`src/rtl/edge_profile_peak_search_top_defines.svh`:
```
`ifndef EDGE_PROFILE_PEAK_SEARCH_TOP_DEFINES_SVH
`define EDGE_PROFILE_PEAK_SEARCH_TOP_DEFINES_SVH

`ifndef SYNTHESIS
`define EPS_ASSERT(lbl, ante, cons) \
  lbl: assert property (@(posedge clk) disable iff (!rst_n) (ante) |-> (cons)) \
    else $error("eps assertion failed");
`define EPS_ASSERT_NEXT(lbl, ante, cons) \
  lbl: assert property (@(posedge clk) disable iff (!rst_n) (ante) |=> (cons)) \
    else $error("eps assertion failed");
`else
`define EPS_ASSERT(lbl, ante, cons)
`define EPS_ASSERT_NEXT(lbl, ante, cons)
`endif

`endif

```
`src/rtl/eps_pkg.sv`:
```
package eps_pkg;

  localparam int MAX_HALF_WIDTH_DEF = 31;
  localparam int COORD_WIDTH_DEF    = 13;
  localparam int QUEUE_DEPTH        = 2;

  localparam int PIX_W      = 8;
  localparam int SUM_W      = 14;
  localparam int POS_W      = 13;
  localparam int HW_W       = 5;
  localparam int THR_W      = 8;
  localparam int CFG_IDX_W  = 3;
  localparam int CFG_DATA_W = 13;

  localparam logic [SUM_W-1:0] SUM_MAX = {SUM_W{1'b1}};

  typedef enum logic [CFG_IDX_W-1:0] {
    REG_COLOR_MODE      = 3'd0,
    REG_HALF_WIDTH      = 3'd1,
    REG_GRAD_THRESHOLD  = 3'd2,
    REG_SCAN_DESCENDING = 3'd3,
    REG_FIRST_POSITION  = 3'd4
  } cfg_reg_t;

  typedef struct packed {
    logic             color_mode;
    logic [HW_W-1:0]  half_width;
    logic [THR_W-1:0] grad_threshold;
    logic             scan_descending;
    logic [POS_W-1:0] first_position;
  } cfg_t;

  // One finished (or abandoned) cross line handed from front to back.
  typedef struct packed {
    logic [SUM_W-1:0] sum;
    logic             last_line;
    logic             last_pos;
  } line_rec_t;

  typedef enum logic [1:0] {
    S_IDLE,
    S_DIV,
    S_EVAL,
    S_EMIT
  } back_state_t;

endpackage

```
`src/rtl/eps_if.sv`:
```
interface eps_in_if;
  logic       valid;
  logic       ready;
  logic [7:0] before_c0;
  logic [7:0] after_c0;
  logic [7:0] before_c1;
  logic [7:0] after_c1;
  logic [7:0] before_c2;
  logic [7:0] after_c2;
  logic       last_in_line;
  logic       last_position;

  modport source (
    output valid, before_c0, after_c0, before_c1, after_c1, before_c2, after_c2,
           last_in_line, last_position,
    input  ready
  );
  modport sink (
    input  valid, before_c0, after_c0, before_c1, after_c1, before_c2, after_c2,
           last_in_line, last_position,
    output ready
  );
endinterface

interface eps_out_if;
  logic        valid;
  logic        ready;
  logic        found;
  logic [12:0] edge_position;
  logic [7:0]  edge_value;

  modport source (
    output valid, found, edge_position, edge_value,
    input  ready
  );
  modport sink (
    input  valid, found, edge_position, edge_value,
    output ready
  );
endinterface

```
`src/rtl/eps_front.sv`:
```
module eps_front (
  input  logic              clk,
  input  logic              rst_n,
  eps_in_if.sink            in_ch,
  input  eps_pkg::cfg_t     cfg,
  input  logic              rec_full,
  output logic              rec_push,
  output eps_pkg::line_rec_t rec
);
  import eps_pkg::*;

  function automatic logic [PIX_W-1:0] abs_diff(input logic [PIX_W-1:0] a,
                                                input logic [PIX_W-1:0] b);
    return (a > b) ? (a - b) : (b - a);
  endfunction

  logic [SUM_W-1:0] line_sum_r, line_sum_nxt;
  logic [PIX_W-1:0] g0, g1, g2, g;
  logic [SUM_W:0]   sum_wide;
  logic [SUM_W-1:0] sum_sat;
  logic             take;

  assign in_ch.ready = !rec_full;
  assign take        = in_ch.valid && in_ch.ready;

  always_comb begin
    g0 = abs_diff(in_ch.before_c0, in_ch.after_c0);
    g1 = abs_diff(in_ch.before_c1, in_ch.after_c1);
    g2 = abs_diff(in_ch.before_c2, in_ch.after_c2);
    g  = g0;
    if (cfg.color_mode) begin
      if (g1 > g) g = g1;
      if (g2 > g) g = g2;
    end
  end

  assign sum_wide = (SUM_W+1)'(line_sum_r) + (SUM_W+1)'(g);
  assign sum_sat  = sum_wide[SUM_W] ? SUM_MAX : sum_wide[SUM_W-1:0];

  assign rec_push = take && (in_ch.last_in_line || in_ch.last_position);
  assign rec      = '{sum: sum_sat, last_line: in_ch.last_in_line,
                      last_pos: in_ch.last_position};

  always_comb begin
    line_sum_nxt = line_sum_r;
    if (take) begin
      line_sum_nxt = rec_push ? '0 : sum_sat;
    end
  end

  always_ff @(posedge clk) begin
    if (!rst_n) begin
      line_sum_r <= '0;
    end else begin
      line_sum_r <= line_sum_nxt;
    end
  end

endmodule

```
`src/rtl/eps_fifo.sv`:
```
module eps_fifo #(
  parameter int DEPTH = eps_pkg::QUEUE_DEPTH
) (
  input  logic               clk,
  input  logic               rst_n,
  input  logic               push,
  input  eps_pkg::line_rec_t din,
  output logic               full,
  input  logic               pop,
  output eps_pkg::line_rec_t dout,
  output logic               empty
);
  import eps_pkg::*;

  localparam int PTR_W = (DEPTH > 1) ? $clog2(DEPTH) : 1;
  localparam int CNT_W = $clog2(DEPTH + 1);

  line_rec_t        mem_r [DEPTH];
  logic [PTR_W-1:0] wr_ptr_r, wr_ptr_nxt, rd_ptr_r, rd_ptr_nxt;
  logic [CNT_W-1:0] count_r, count_nxt;
  logic             do_push, do_pop;

  assign full    = (count_r == CNT_W'(DEPTH));
  assign empty   = (count_r == '0);
  assign do_push = push && !full;
  assign do_pop  = pop && !empty;
  assign dout    = mem_r[rd_ptr_r];

  always_comb begin
    wr_ptr_nxt = wr_ptr_r;
    rd_ptr_nxt = rd_ptr_r;
    count_nxt  = count_r;
    if (do_push) begin
      wr_ptr_nxt = (wr_ptr_r == PTR_W'(DEPTH - 1)) ? '0 : wr_ptr_r + 1'b1;
    end
    if (do_pop) begin
      rd_ptr_nxt = (rd_ptr_r == PTR_W'(DEPTH - 1)) ? '0 : rd_ptr_r + 1'b1;
    end
    if (do_push && !do_pop) begin
      count_nxt = count_r + 1'b1;
    end else if (do_pop && !do_push) begin
      count_nxt = count_r - 1'b1;
    end
  end

  always_ff @(posedge clk) begin
    if (do_push) begin
      mem_r[wr_ptr_r] <= din;
    end
  end

  always_ff @(posedge clk) begin
    if (!rst_n) begin
      wr_ptr_r <= '0;
      rd_ptr_r <= '0;
      count_r  <= '0;
    end else begin
      wr_ptr_r <= wr_ptr_nxt;
      rd_ptr_r <= rd_ptr_nxt;
      count_r  <= count_nxt;
    end
  end

endmodule

```
`src/rtl/eps_back.sv`:
```
`include "edge_profile_peak_search_top_defines.svh"

module eps_back #(
  parameter int MAX_HALF_WIDTH = eps_pkg::MAX_HALF_WIDTH_DEF,
  parameter int COORD_WIDTH    = eps_pkg::COORD_WIDTH_DEF
) (
  input  logic               clk,
  input  logic               rst_n,
  input  eps_pkg::cfg_t      cfg,
  input  eps_pkg::line_rec_t rec,
  input  logic               rec_empty,
  output logic               rec_pop,
  eps_out_if.source          out_ch
);
  import eps_pkg::*;

  localparam int DVS_W    = $clog2(2 * MAX_HALF_WIDTH + 2);
  localparam int CNT_W    = $clog2(SUM_W);
  localparam int HW_CLAMP = (MAX_HALF_WIDTH > 31) ? 31 : MAX_HALF_WIDTH;
  localparam logic [POS_W-1:0] COORD_MASK = (COORD_WIDTH >= POS_W) ? {POS_W{1'b1}} :
                                            POS_W'((1 << COORD_WIDTH) - 1);

  back_state_t      state_r, state_nxt;
  logic [CNT_W-1:0] cnt_r, cnt_nxt;
  logic [SUM_W-1:0] dvd_r, dvd_nxt;
  logic [DVS_W-1:0] rem_r, rem_nxt, dvs_r, dvs_nxt;
  logic             last_line_r, last_line_nxt, last_pos_r, last_pos_nxt;
  logic [POS_W-1:0] pc_r, pc_nxt;
  logic [PIX_W-1:0] peak_value_r, peak_value_nxt;
  logic             peak_valid_r, peak_valid_nxt, done_r, done_nxt;
  logic             res_found_r, res_found_nxt;
  logic [POS_W-1:0] res_pos_r, res_pos_nxt;
  logic [PIX_W-1:0] res_val_r, res_val_nxt;
  logic             out_valid_r, out_valid_nxt, out_found_r, out_found_nxt;
  logic [POS_W-1:0] out_pos_r, out_pos_nxt;
  logic [PIX_W-1:0] out_val_r, out_val_nxt;

  logic [HW_W-1:0]  hw_eff;
  logic [DVS_W-1:0] divisor;
  logic [DVS_W:0]   rem_sh;
  logic             ge;
  logic [PIX_W-1:0] avg;
  logic             above, report, slot_free, load_out;
  logic [POS_W-1:0] pm1, coord;

  assign hw_eff  = (int'(cfg.half_width) > MAX_HALF_WIDTH) ? HW_W'(HW_CLAMP) : cfg.half_width;
  assign divisor = DVS_W'({hw_eff, 1'b1});

  assign rem_sh = {rem_r, dvd_r[SUM_W-1]};
  assign ge     = (rem_sh >= {1'b0, dvs_r});
  assign avg    = (|dvd_r[SUM_W-1:PIX_W]) ? {PIX_W{1'b1}} : dvd_r[PIX_W-1:0];
  assign above  = (avg > cfg.grad_threshold);
  assign report = above ? (peak_valid_r && (avg < peak_value_r)) : peak_valid_r;

  assign pm1   = pc_r - 1'b1;
  assign coord = (cfg.scan_descending ? (cfg.first_position - pm1)
                                      : (cfg.first_position + pm1)) & COORD_MASK;

  assign slot_free = !out_valid_r || out_ch.ready;
  assign rec_pop   = (state_r == S_IDLE) && !rec_empty;
  assign load_out  = (state_r == S_EMIT) && slot_free;

  // next state
  always_comb begin
    state_nxt = state_r;
    case (state_r)
      S_IDLE: begin
        if (!rec_empty) begin
          if (!done_r && rec.last_line) begin
            state_nxt = S_DIV;
          end else if (!done_r && rec.last_pos) begin
            state_nxt = S_EMIT;
          end
        end
      end
      S_DIV: begin
        if (cnt_r == CNT_W'(SUM_W - 1)) state_nxt = S_EVAL;
      end
      S_EVAL: begin
        if (report || last_pos_r) begin
          state_nxt = S_EMIT;
        end else begin
          state_nxt = S_IDLE;
        end
      end
      S_EMIT: begin
        if (slot_free) state_nxt = S_IDLE;
      end
      default: state_nxt = S_IDLE;
    endcase
  end

  // datapath and search state
  always_comb begin
    cnt_nxt        = cnt_r;
    dvd_nxt        = dvd_r;
    rem_nxt        = rem_r;
    dvs_nxt        = dvs_r;
    last_line_nxt  = last_line_r;
    last_pos_nxt   = last_pos_r;
    pc_nxt         = pc_r;
    peak_value_nxt = peak_value_r;
    peak_valid_nxt = peak_valid_r;
    done_nxt       = done_r;
    res_found_nxt  = res_found_r;
    res_pos_nxt    = res_pos_r;
    res_val_nxt    = res_val_r;
    out_valid_nxt  = out_valid_r && !out_ch.ready;
    out_found_nxt  = out_found_r;
    out_pos_nxt    = out_pos_r;
    out_val_nxt    = out_val_r;
    case (state_r)
      S_IDLE: begin
        if (!rec_empty) begin
          last_line_nxt = rec.last_line;
          last_pos_nxt  = rec.last_pos;
          dvd_nxt       = rec.sum;
          rem_nxt       = '0;
          dvs_nxt       = divisor;
          cnt_nxt       = '0;
          res_found_nxt = 1'b0;
          res_pos_nxt   = '0;
          res_val_nxt   = '0;
          if (done_r && rec.last_pos) begin
            pc_nxt         = '0;
            peak_value_nxt = '0;
            peak_valid_nxt = 1'b0;
            done_nxt       = 1'b0;
          end
        end
      end
      S_DIV: begin
        rem_nxt = ge ? DVS_W'(rem_sh - {1'b0, dvs_r}) : rem_sh[DVS_W-1:0];
        dvd_nxt = {dvd_r[SUM_W-2:0], ge};
        cnt_nxt = cnt_r + 1'b1;
      end
      S_EVAL: begin
        if (report) begin
          res_found_nxt = 1'b1;
          res_pos_nxt   = coord;
          res_val_nxt   = peak_value_r;
          done_nxt      = 1'b1;
        end else if (above) begin
          peak_value_nxt = avg;
          peak_valid_nxt = 1'b1;
        end
        pc_nxt = pc_r + 1'b1;
      end
      S_EMIT: begin
        if (slot_free) begin
          out_valid_nxt = 1'b1;
          out_found_nxt = res_found_r;
          out_pos_nxt   = res_pos_r;
          out_val_nxt   = res_val_r;
          if (last_pos_r) begin
            pc_nxt         = '0;
            peak_value_nxt = '0;
            peak_valid_nxt = 1'b0;
            done_nxt       = 1'b0;
          end
        end
      end
      default: ;
    endcase
  end

  always_ff @(posedge clk) begin
    if (!rst_n) begin
      state_r      <= S_IDLE;
      pc_r         <= '0;
      peak_value_r <= '0;
      peak_valid_r <= 1'b0;
      done_r       <= 1'b0;
      out_valid_r  <= 1'b0;
    end else begin
      state_r      <= state_nxt;
      pc_r         <= pc_nxt;
      peak_value_r <= peak_value_nxt;
      peak_valid_r <= peak_valid_nxt;
      done_r       <= done_nxt;
      out_valid_r  <= out_valid_nxt;
    end
  end

  always_ff @(posedge clk) begin
    cnt_r       <= cnt_nxt;
    dvd_r       <= dvd_nxt;
    rem_r       <= rem_nxt;
    dvs_r       <= dvs_nxt;
    last_line_r <= last_line_nxt;
    last_pos_r  <= last_pos_nxt;
    res_found_r <= res_found_nxt;
    res_pos_r   <= res_pos_nxt;
    res_val_r   <= res_val_nxt;
    out_found_r <= out_found_nxt;
    out_pos_r   <= out_pos_nxt;
    out_val_r   <= out_val_nxt;
  end

  assign out_ch.valid         = out_valid_r;
  assign out_ch.found         = out_found_r;
  assign out_ch.edge_position = out_pos_r;
  assign out_ch.edge_value    = out_val_r;

  `EPS_ASSERT(a_notfound_zero, out_valid_r && !out_found_r, out_pos_r == '0 && out_val_r == '0)
  `EPS_ASSERT_NEXT(a_emit_loads, load_out, out_valid_r)
  `EPS_ASSERT(a_peak_nonzero, peak_valid_r, peak_value_r != '0)
  `EPS_ASSERT(a_div_full_line, state_r == S_DIV, last_line_r && !done_r)

endmodule

```
`src/rtl/edge_profile_peak_search_top.sv`:
```
// Edge profile peak search. Pixel pairs stream in on in_ch, one transfer per cycle
// while the two-entry line queue has room; each cross line's gradient sum is
// averaged by a bit-serial divider in the back end, which loads the line, runs one
// divide step per quotient bit and then evaluates it, adding an emit step on the
// line that emits; it takes no new line until it is done with the last one, so short
// lines can fill the queue and stall the input. Exactly one result per search
// leaves on out_ch, from an output register, found=0 with zero position and value
// if no peak was closed. Configuration is written through cfg_we/cfg_index/cfg_data;
// the user must write it only while no search is in flight; the block does not enforce it.
module edge_profile_peak_search_top #(
  parameter int MAX_HALF_WIDTH = eps_pkg::MAX_HALF_WIDTH_DEF,
  parameter int COORD_WIDTH    = eps_pkg::COORD_WIDTH_DEF
) (
  input  logic                            clk,
  input  logic                            rst_n,
  eps_in_if.sink                          in_ch,
  eps_out_if.source                       out_ch,
  input  logic                            cfg_we,
  input  logic [eps_pkg::CFG_IDX_W-1:0]   cfg_index,
  input  logic [eps_pkg::CFG_DATA_W-1:0]  cfg_data
);
  import eps_pkg::*;

  cfg_t      cfg_r, cfg_nxt;
  line_rec_t push_rec, pop_rec;
  logic      rec_push, rec_full, rec_pop, rec_empty;

  always_comb begin
    cfg_nxt = cfg_r;
    if (cfg_we) begin
      case (cfg_reg_t'(cfg_index))
        REG_COLOR_MODE:      cfg_nxt.color_mode      = cfg_data[0];
        REG_HALF_WIDTH:      cfg_nxt.half_width      = cfg_data[HW_W-1:0];
        REG_GRAD_THRESHOLD:  cfg_nxt.grad_threshold  = cfg_data[THR_W-1:0];
        REG_SCAN_DESCENDING: cfg_nxt.scan_descending = cfg_data[0];
        REG_FIRST_POSITION:  cfg_nxt.first_position  = cfg_data[POS_W-1:0];
        default: ;
      endcase
    end
  end

  always_ff @(posedge clk) begin
    if (!rst_n) begin
      cfg_r <= '0;
    end else begin
      cfg_r <= cfg_nxt;
    end
  end

  eps_front u_front (
    .clk      (clk),
    .rst_n    (rst_n),
    .in_ch    (in_ch),
    .cfg      (cfg_r),
    .rec_full (rec_full),
    .rec_push (rec_push),
    .rec      (push_rec)
  );

  eps_fifo #(
    .DEPTH (QUEUE_DEPTH)
  ) u_fifo (
    .clk   (clk),
    .rst_n (rst_n),
    .push  (rec_push),
    .din   (push_rec),
    .full  (rec_full),
    .pop   (rec_pop),
    .dout  (pop_rec),
    .empty (rec_empty)
  );

  eps_back #(
    .MAX_HALF_WIDTH (MAX_HALF_WIDTH),
    .COORD_WIDTH    (COORD_WIDTH)
  ) u_back (
    .clk       (clk),
    .rst_n     (rst_n),
    .cfg       (cfg_r),
    .rec       (pop_rec),
    .rec_empty (rec_empty),
    .rec_pop   (rec_pop),
    .out_ch    (out_ch)
  );

endmodule

```
`src/flat_wrapper.sv`:
```
// flat-port wrapper written by rule: the top's interface ports become plain ports
module edge_profile_peak_search_top_flat import eps_pkg::*;
#(
  parameter int MAX_HALF_WIDTH = eps_pkg::MAX_HALF_WIDTH_DEF,
  parameter int COORD_WIDTH    = eps_pkg::COORD_WIDTH_DEF
)
  (clk, rst_n, cfg_we, cfg_index, cfg_data, in_ch_valid, in_ch_before_c0, in_ch_after_c0, in_ch_before_c1, in_ch_after_c1, in_ch_before_c2, in_ch_after_c2, in_ch_last_in_line, in_ch_last_position, in_ch_ready, out_ch_valid, out_ch_found, out_ch_edge_position, out_ch_edge_value, out_ch_ready);
  eps_in_if in_ch_i ();
  eps_out_if out_ch_i ();
  input  logic clk;
  input  logic rst_n;
  input  logic cfg_we;
  input  logic [eps_pkg::CFG_IDX_W-1:0] cfg_index;
  input  logic [eps_pkg::CFG_DATA_W-1:0] cfg_data;
  input wire logic [$bits(in_ch_i.valid)-1:0] in_ch_valid;
  input wire logic [$bits(in_ch_i.before_c0)-1:0] in_ch_before_c0;
  input wire logic [$bits(in_ch_i.after_c0)-1:0] in_ch_after_c0;
  input wire logic [$bits(in_ch_i.before_c1)-1:0] in_ch_before_c1;
  input wire logic [$bits(in_ch_i.after_c1)-1:0] in_ch_after_c1;
  input wire logic [$bits(in_ch_i.before_c2)-1:0] in_ch_before_c2;
  input wire logic [$bits(in_ch_i.after_c2)-1:0] in_ch_after_c2;
  input wire logic [$bits(in_ch_i.last_in_line)-1:0] in_ch_last_in_line;
  input wire logic [$bits(in_ch_i.last_position)-1:0] in_ch_last_position;
  output wire logic [$bits(in_ch_i.ready)-1:0] in_ch_ready;
  output wire logic [$bits(out_ch_i.valid)-1:0] out_ch_valid;
  output wire logic [$bits(out_ch_i.found)-1:0] out_ch_found;
  output wire logic [$bits(out_ch_i.edge_position)-1:0] out_ch_edge_position;
  output wire logic [$bits(out_ch_i.edge_value)-1:0] out_ch_edge_value;
  input wire logic [$bits(out_ch_i.ready)-1:0] out_ch_ready;
  assign in_ch_i.valid = in_ch_valid;
  assign in_ch_i.before_c0 = in_ch_before_c0;
  assign in_ch_i.after_c0 = in_ch_after_c0;
  assign in_ch_i.before_c1 = in_ch_before_c1;
  assign in_ch_i.after_c1 = in_ch_after_c1;
  assign in_ch_i.before_c2 = in_ch_before_c2;
  assign in_ch_i.after_c2 = in_ch_after_c2;
  assign in_ch_i.last_in_line = in_ch_last_in_line;
  assign in_ch_i.last_position = in_ch_last_position;
  assign in_ch_ready = in_ch_i.ready;
  assign out_ch_valid = out_ch_i.valid;
  assign out_ch_found = out_ch_i.found;
  assign out_ch_edge_position = out_ch_i.edge_position;
  assign out_ch_edge_value = out_ch_i.edge_value;
  assign out_ch_i.ready = out_ch_ready;
  edge_profile_peak_search_top #(.MAX_HALF_WIDTH(MAX_HALF_WIDTH), .COORD_WIDTH(COORD_WIDTH)) u_core (.clk(clk), .rst_n(rst_n), .in_ch(in_ch_i), .out_ch(out_ch_i), .cfg_we(cfg_we), .cfg_index(cfg_index), .cfg_data(cfg_data));
endmodule
```
`config.mk`:
```
export PLATFORM = sky130hd
export DESIGN_NAME = edge_profile_peak_search_top_flat
export DESIGN_NICKNAME = d
export VERILOG_FILES = /design/src/rtl/eps_pkg.sv /design/src/rtl/eps_if.sv /design/src/rtl/eps_front.sv /design/src/rtl/eps_fifo.sv /design/src/rtl/eps_back.sv /design/src/rtl/edge_profile_peak_search_top.sv /design/src/flat_wrapper.sv
export VERILOG_INCLUDE_DIRS = /design/src /design/src/rtl
export SDC_FILE = /design/constraint.sdc
export NUM_CORES = 1
export LEC_CHECK = 0
export BUFFER_PORTS_ARGS = -buffer_cell sky130_fd_sc_hd__buf_4
export CORE_UTILIZATION = 55
export DETAILED_ROUTE_END_ITERATION = 6
export GPL_TIMING_DRIVEN = 0
export PLACE_DENSITY = 0.74
export SLEW_MARGIN = 25
export SYNTH_ARGS = -nofsm -noshare
export SYNTH_HDL_FRONTEND = slang
export SYNTH_SLANG_ARGS = --single-unit
```
`constraint.sdc`:
```
create_clock -name clk -period 11.82 [get_ports clk]
set_clock_uncertainty 0.15 [all_clocks]
set_input_delay 2.364 -clock clk [delete_from_list [all_inputs] [get_ports clk]]
set_output_delay 2.364 -clock clk [all_outputs]
set_load 0.1 [all_outputs]
```
== Word-level counts from Yosys, hierarchy flattened ==
Memories as Yosys holds them, arrays and structs flattened. A register that Yosys moved wholly into a read port is not among the register bits.
Cells that the tools add are included.
Operators by class
  add/subtract/negate cells: 17
  magnitude comparators: 8
  equal/unequal tests: 18
  multiplexer cells: 65
  bitwise logic cells: 1
  reduce and logical (&&, ||, !) cells: 43
Operator list (number)
  $mux W8: 16
  $mux W13: 7
  $gt A8 B8 Y1: 6
  $sub A8 B8 Y8: 6
  $mux W14: 3
  $pmux W13 S3: 1
  $pmux W14 S2: 1
  $pmux W13 S2: 1
  $pmux W8 S3: 1
  $mux W1: 17
  $mux W2: 8
  $pmux W8 S2: 1
  $reduce_and A2 Y1: 8
  $add A14 B8 Y15: 1
  $ne A2 B2 Y1 const B: 7
  $add A13 B1 Y13 const B: 1
  $add A13 B13 Y13: 1
  $sub A13 B1 Y13 const B: 1
  $sub A13 B13 Y13: 1
  $logic_and A1 B1 Y1: 12
  $mux W6: 2
  $pmux W6 S2: 1
  $lt A8 B8 Y1: 1
  $pmux W2 S4: 1
  other kinds (31): 47
Word-level totals
  register bits: 146
  bits in writable memories: 32
  input port bits: 71
  output and inout port bits: 24
  logic and storage cells: 179
  memories kept: 1
Memories
  u_core.u_fifo.mem_r: depth 2, width 16, read ports 1, clocked after memory_dff 1, wr ports 1, line eps_fifo.sv:18  | line_rec_t mem_r [DEPTH];

== Longest topological paths before layout ==
  depth after elaboration: 11
  mapped depth: 39

== Modules after synthesis ==
From an unflattened synthesis, not the netlist that was laid out.
Unflattened totals
  cells, all modules: 1219
  area total of the unflattened synthesis: 11872.6 um^2
Modules (own cells, without submodules)
  eps_back: times used 1, cells an instance 541, area each 5709.2 um^2
  eps_front: times used 1, cells an instance 492, area each 3663.5 um^2
  eps_fifo: times used 1, cells an instance 75, area each 1387.6 um^2
  edge_profile_peak_search_top: times used 1, cells an instance 111, area each 1112.3 um^2

== Least setup slack after synthesis ==
No wires, ideal clock.
  path kind: in2reg
  from: input port in_ch_after_c0[4]
  to: register u_core.u_front.line_sum_r[1]
  arrival: 9.041 ns
  data required time: 11.608 ns
  slack: 2.567 ns
  stages on the path: 34
  path buffers: 3
  cells stage by stage: inv_1 > ha_1 > buf_4 > nand4_2 > or4_4 > o21ai_2 > a2111oi_0 > a211oi_1 > a21o_1 > xor2_1 > inv_1 > ha_1 > a21oi_1 > nand2_1 > o22ai_1 > clkbuf_1 > o21ai_0 > ha_1 > a21o_1 > a21oi_1 > a21oi_1 > o22ai_1 > o21ai_0 > mux2_2 > fa_1 > nor2b_1 > o21ai_0 > a21boi_0 > o21ai_0 > a21o_1 > or3_1 > clkbuf_1 > nand2_1 > a32o_1
RTL lines
  from (decl): line flat_wrapper.sv:17  | input wire logic [$bits(in_ch_i.after_c0)-1:0] in_ch_after_c0;
  to (signal assigned): line eps_front.sv:55  | line_sum_r <= line_sum_nxt;
  to (decl): line eps_front.sv:17  | logic [SUM_W-1:0] line_sum_r, line_sum_nxt;

==> key figures <==
Logic synthesis
  • Portion of the post-synthesis area used by sequential elements: 40.2%
  • Ys async rst share: 0%
  • Cell type contributing the most total cell area after synthesis: edfxtp_1
  • Top post-synthesis cells by area: edfxtp_1 28%, dfxtp_1 13%, ha_1 12%
  • Count of yosys warnings during synthesis: 0
  • Average footprint of a synthesized cell: 9.47 um2
  • Most frequent cell after synthesis: inv_1
  • Most common flop cell mapped by yosys: edfxtp_1
  • Number of enable-type register cells in the synthesized netlist: 106
  • Post-synth cell types: 72
  • Area of the mapped netlist: 11,600 um2
  • Number of synthesized register bits: 179
  • Most frequent cells after synthesis: 116 x inv_1, 108 x ha_1, 106 x edfxtp_1
  • Net count of the mapped netlist: 1,409
  • Synthesized netlist cell count: 1,221
  • Synth top area share: 27.5%

Clock tree
  • Latest clock arrival within the worst-skew pair: 0.44 ns
  • Clock tree root buffer cell: clkbuf_16
  • H-tree Lvls: 4
  • Count of buffers added by post-CTS timing repair for setup: 0
  • Total clock buffers created by CTS: 17
  • Clock-pin slew reported for the worst setup and hold paths after clock tree synthesis: 0.07 ns
  • Post-cts sizing count: 0
  • Clock sinks: 179
  • Number of buffers on the longest clock path: 2
  • Cts-stage hold buffer count: 0
  • CTS tree: yes

Global route
  • Number of global-route vias before repair: 8,512
  • Overflow after GRT: 0
  • Maximum number of pins on one net before global-route repair: 25
  • Wire length of the first global-routing pass: 39,900 um
  • Number of antenna violations at the first check in global routing: 0
  • Global-route total usage across every layer: 22.9%

Outcome
  • Status: finished clean

Detailed routing
  • Detail-routed net length per standard cell: 14.9 um
  • Total Routed Length: 24,000 um
  • Post-detailed-route via-to-cell ratio: 5.47
  • DRC violation count after routing: 0
  • First-pass DRT Iterations: 5
  • Routed Antenna Nets: 0
  • Number of DRC markers in iteration 0: 606
  • Total number of vias: 8,840

STA
  • Measured slew at the worst slew-check pin: 0.964 ns
  • Final setup viols: 0
  • Worst max-slew margin expressed relative to the limit: 35.6%
  • Crit path time final: 9.96 ns
  • Sum of negative setup slack: 0 ns
  • F_max: 100 MHz
  • Count of final max-slew check failures: 0
  • Final hold slack: 0.271 ns
  • Unrepaired setup endpoints after global routing: false
  • Total count of hold-check failures in the final report: 0
  • Final worst path period share: 84.2%

Place
  • Post-detail-place hpwl: 18,600 um
  • Number of buffers added on ports: 93
  • Global placement routability congestion: 0.881
  • DP Area: 12,600 um2

Floorplanning
  • Die height: 147 um
  • Site Rows: 52
  • Core footprint: 20,400 um2
  • I/O pin cnt: 95
  • Floorplan die area: 21,600 um2
  • Initial core utilization: 56.6%
  • Die extent in x: 147 um

Worst setup path
  • Data required, critical path: 12.05 ns
  • Critical Path AT: 10.19 ns
  • Max incr delay on CP: 0.53 ns
  • Launch point of the worst reg-to-reg path: u_core.u_back.pc_r[0]$_SDFFE_PN0P_
  • Critical path launch point type: input pin
  • Kind of end point of the critical path: flop
  • Peak fanout along the critical path: 10
  • Most numerous cell on the critical path: o21ai_0
  • Critical Path Start: in_ch_after_c0[4]
  • Gate family responsible for the most delay along the worst path: compound AO/OA/AOI/OAI gates
  • Combined buffer and inverter count along the critical path: 6
  • Critical-path cell with the highest stage delay: or4_4
  • Critical path class: input pin to flop

Finish
  • Count of inserted antenna diode cells: 0
  • Finished Cell Area: 13,200 um2
  • Net count of the finished layout: 1,522
  • Ratio of cells with drive above 1 in the final layout: 12.4%
  • Layout filler cell count: 1,715
  • Synthesis-to-finish area growth: 14.5%

Power
  • Power per cell area: 190 nW/um2
  • Largest vdd supply drop: 104 uV
  • Leakage power: 5.46 nW

Hold path
  • Class of the most critical hold timing path: flop to flop
  • Start point of the worst hold path: u_core.u_back.res_val_r[2]$_SDFFCE_PN0P_

Job
  • Max-cap check violation count: 0
cell type report:
cell class / count / area [um2] / area share, %
clock buffers: 17 / 425 / 3.21
multi-input cells: 879 / 6300 / 47.5
well taps: 270 / 338 / 2.55
repair buffers: 94 / 709 / 5.36
inverters: 116 / 435 / 3.29
plain buffers: 47 / 209 / 1.58
flip-flops and latches: 179 / 4640 / 35.1
clock inverters: 15 / 189 / 1.43
kinds of logic after synthesis:
logic type               count (synthesis)  synth area share [%]
AND/OR/NAND/NOR                        370                  15.4
XOR/XNOR                                73                  5.53
multiplexers                            65                  5.78
adder cells (fa/ha/maj)                117                  13.2
AO/OA/AOI/OAI                          254                  14.3
flip-flops                             179                  40.2
buffers and inverters                  163                  5.57
registers in the layout (all words and copies together), names as in the netlist, 2 cells and up, named ones only:
signal and flops:
u_core.u_back.res_pos_r 13, u_core.u_back.pc_r 13, u_core.u_back.cnt_r 4, u_core.cfg_r 28, u_core.u_fifo.count_r 2, u_core.u_fifo.mem_r 32, u_core.u_back.peak_value_r 8, u_core.u_back.dvs_r 5
u_core.u_back.res_val_r 8, u_core.u_back.dvd_r 14, u_core.u_back.state_r 2, u_core.u_back.out_ch.edge_value 8, u_core.u_back.rem_r 6, u_core.u_back.out_ch.edge_position 13, u_core.u_front.line_sum_r 14
path summary, 6_finish.rpt:
kind | to | slack, ns | depth (start not counted)
worst max-delay path | u_core.u_front.line_sum_r[5]$_SDFFE_PN0P_ | 1.86 | 35
worst min-delay path | u_core.u_back.out_ch.edge_value[2]$_DFFE_PP_ | 0.27 | 0
worst max register to register | u_core.u_back.res_pos_r[12]$_SDFFCE_PN0P_ | 7.40 | 17
worst min register to register | u_core.u_back.out_ch.edge_value[2]$_DFFE_PP_ | 0.27 | 0
metal layers:
layer	vias to the layer above	track usage [%]	wire length, um
met2	201	40.0	11800
met4	0	7.99	558
met3	35	3.79	961
li1	4517	-	-
met5	-	0	0
met1	4087	28.7	10700
stage by stage:
step / cells / power [mW] / util, % / setup slack (ns)
finish: 1617 / 2.51 / 64.8 / 1.86
floorplan: 1221 / 1.68 / - / 2.57
global placement: 1584 / 1.90 / 61.7 / 1.59
global route: 1617 / 2.67 / 64.8 / 1.33
CTS: 1617 / 2.52 / 64.8 / 1.97
detailed placement: 1585 / 1.94 / 61.8 / 1.54
power by group:
group	switching, mW	internal (mW)	total, mW
logic	0.633	0.386	1.02
clock network	0.262	0.321	0.582
registers	0.0626	0.850	0.912
total	0.958	1.56	2.51
cell usage in the layout, fill, tap and decap left out, types with 7 or more instances in the layout:
master     Yosys  routed
a21boi_0      21      21
o21ai_0       58      58
a21o_1        20      20
mux2i_1       54      54
buf_4          3      96
inv_1        116     116
clkbuf_16      0      17
a21oi_1       65      65
nor2_1       102      99
nand3_1       41      41
o31ai_1       12      12
nand2b_1       9       9
fa_1           9       9
xor2_1        31      31
or3_1          9       9
nand2_1       95      95
xnor2_1       42      42
nor2b_1       32      31
a31oi_1        9       9
and3_1         7       7
clkbuf_1      33      33
nand4_1       12      12
dfxtp_1       73      73
ha_1         108     108
a211oi_1       7       7
a32o_1         7       7
and2_1        17      17
nor3_1        22      21
o21a_1        13      13
edfxtp_1     106     106
mux2_2        10      10
Power figures use the tool's default switching activity.
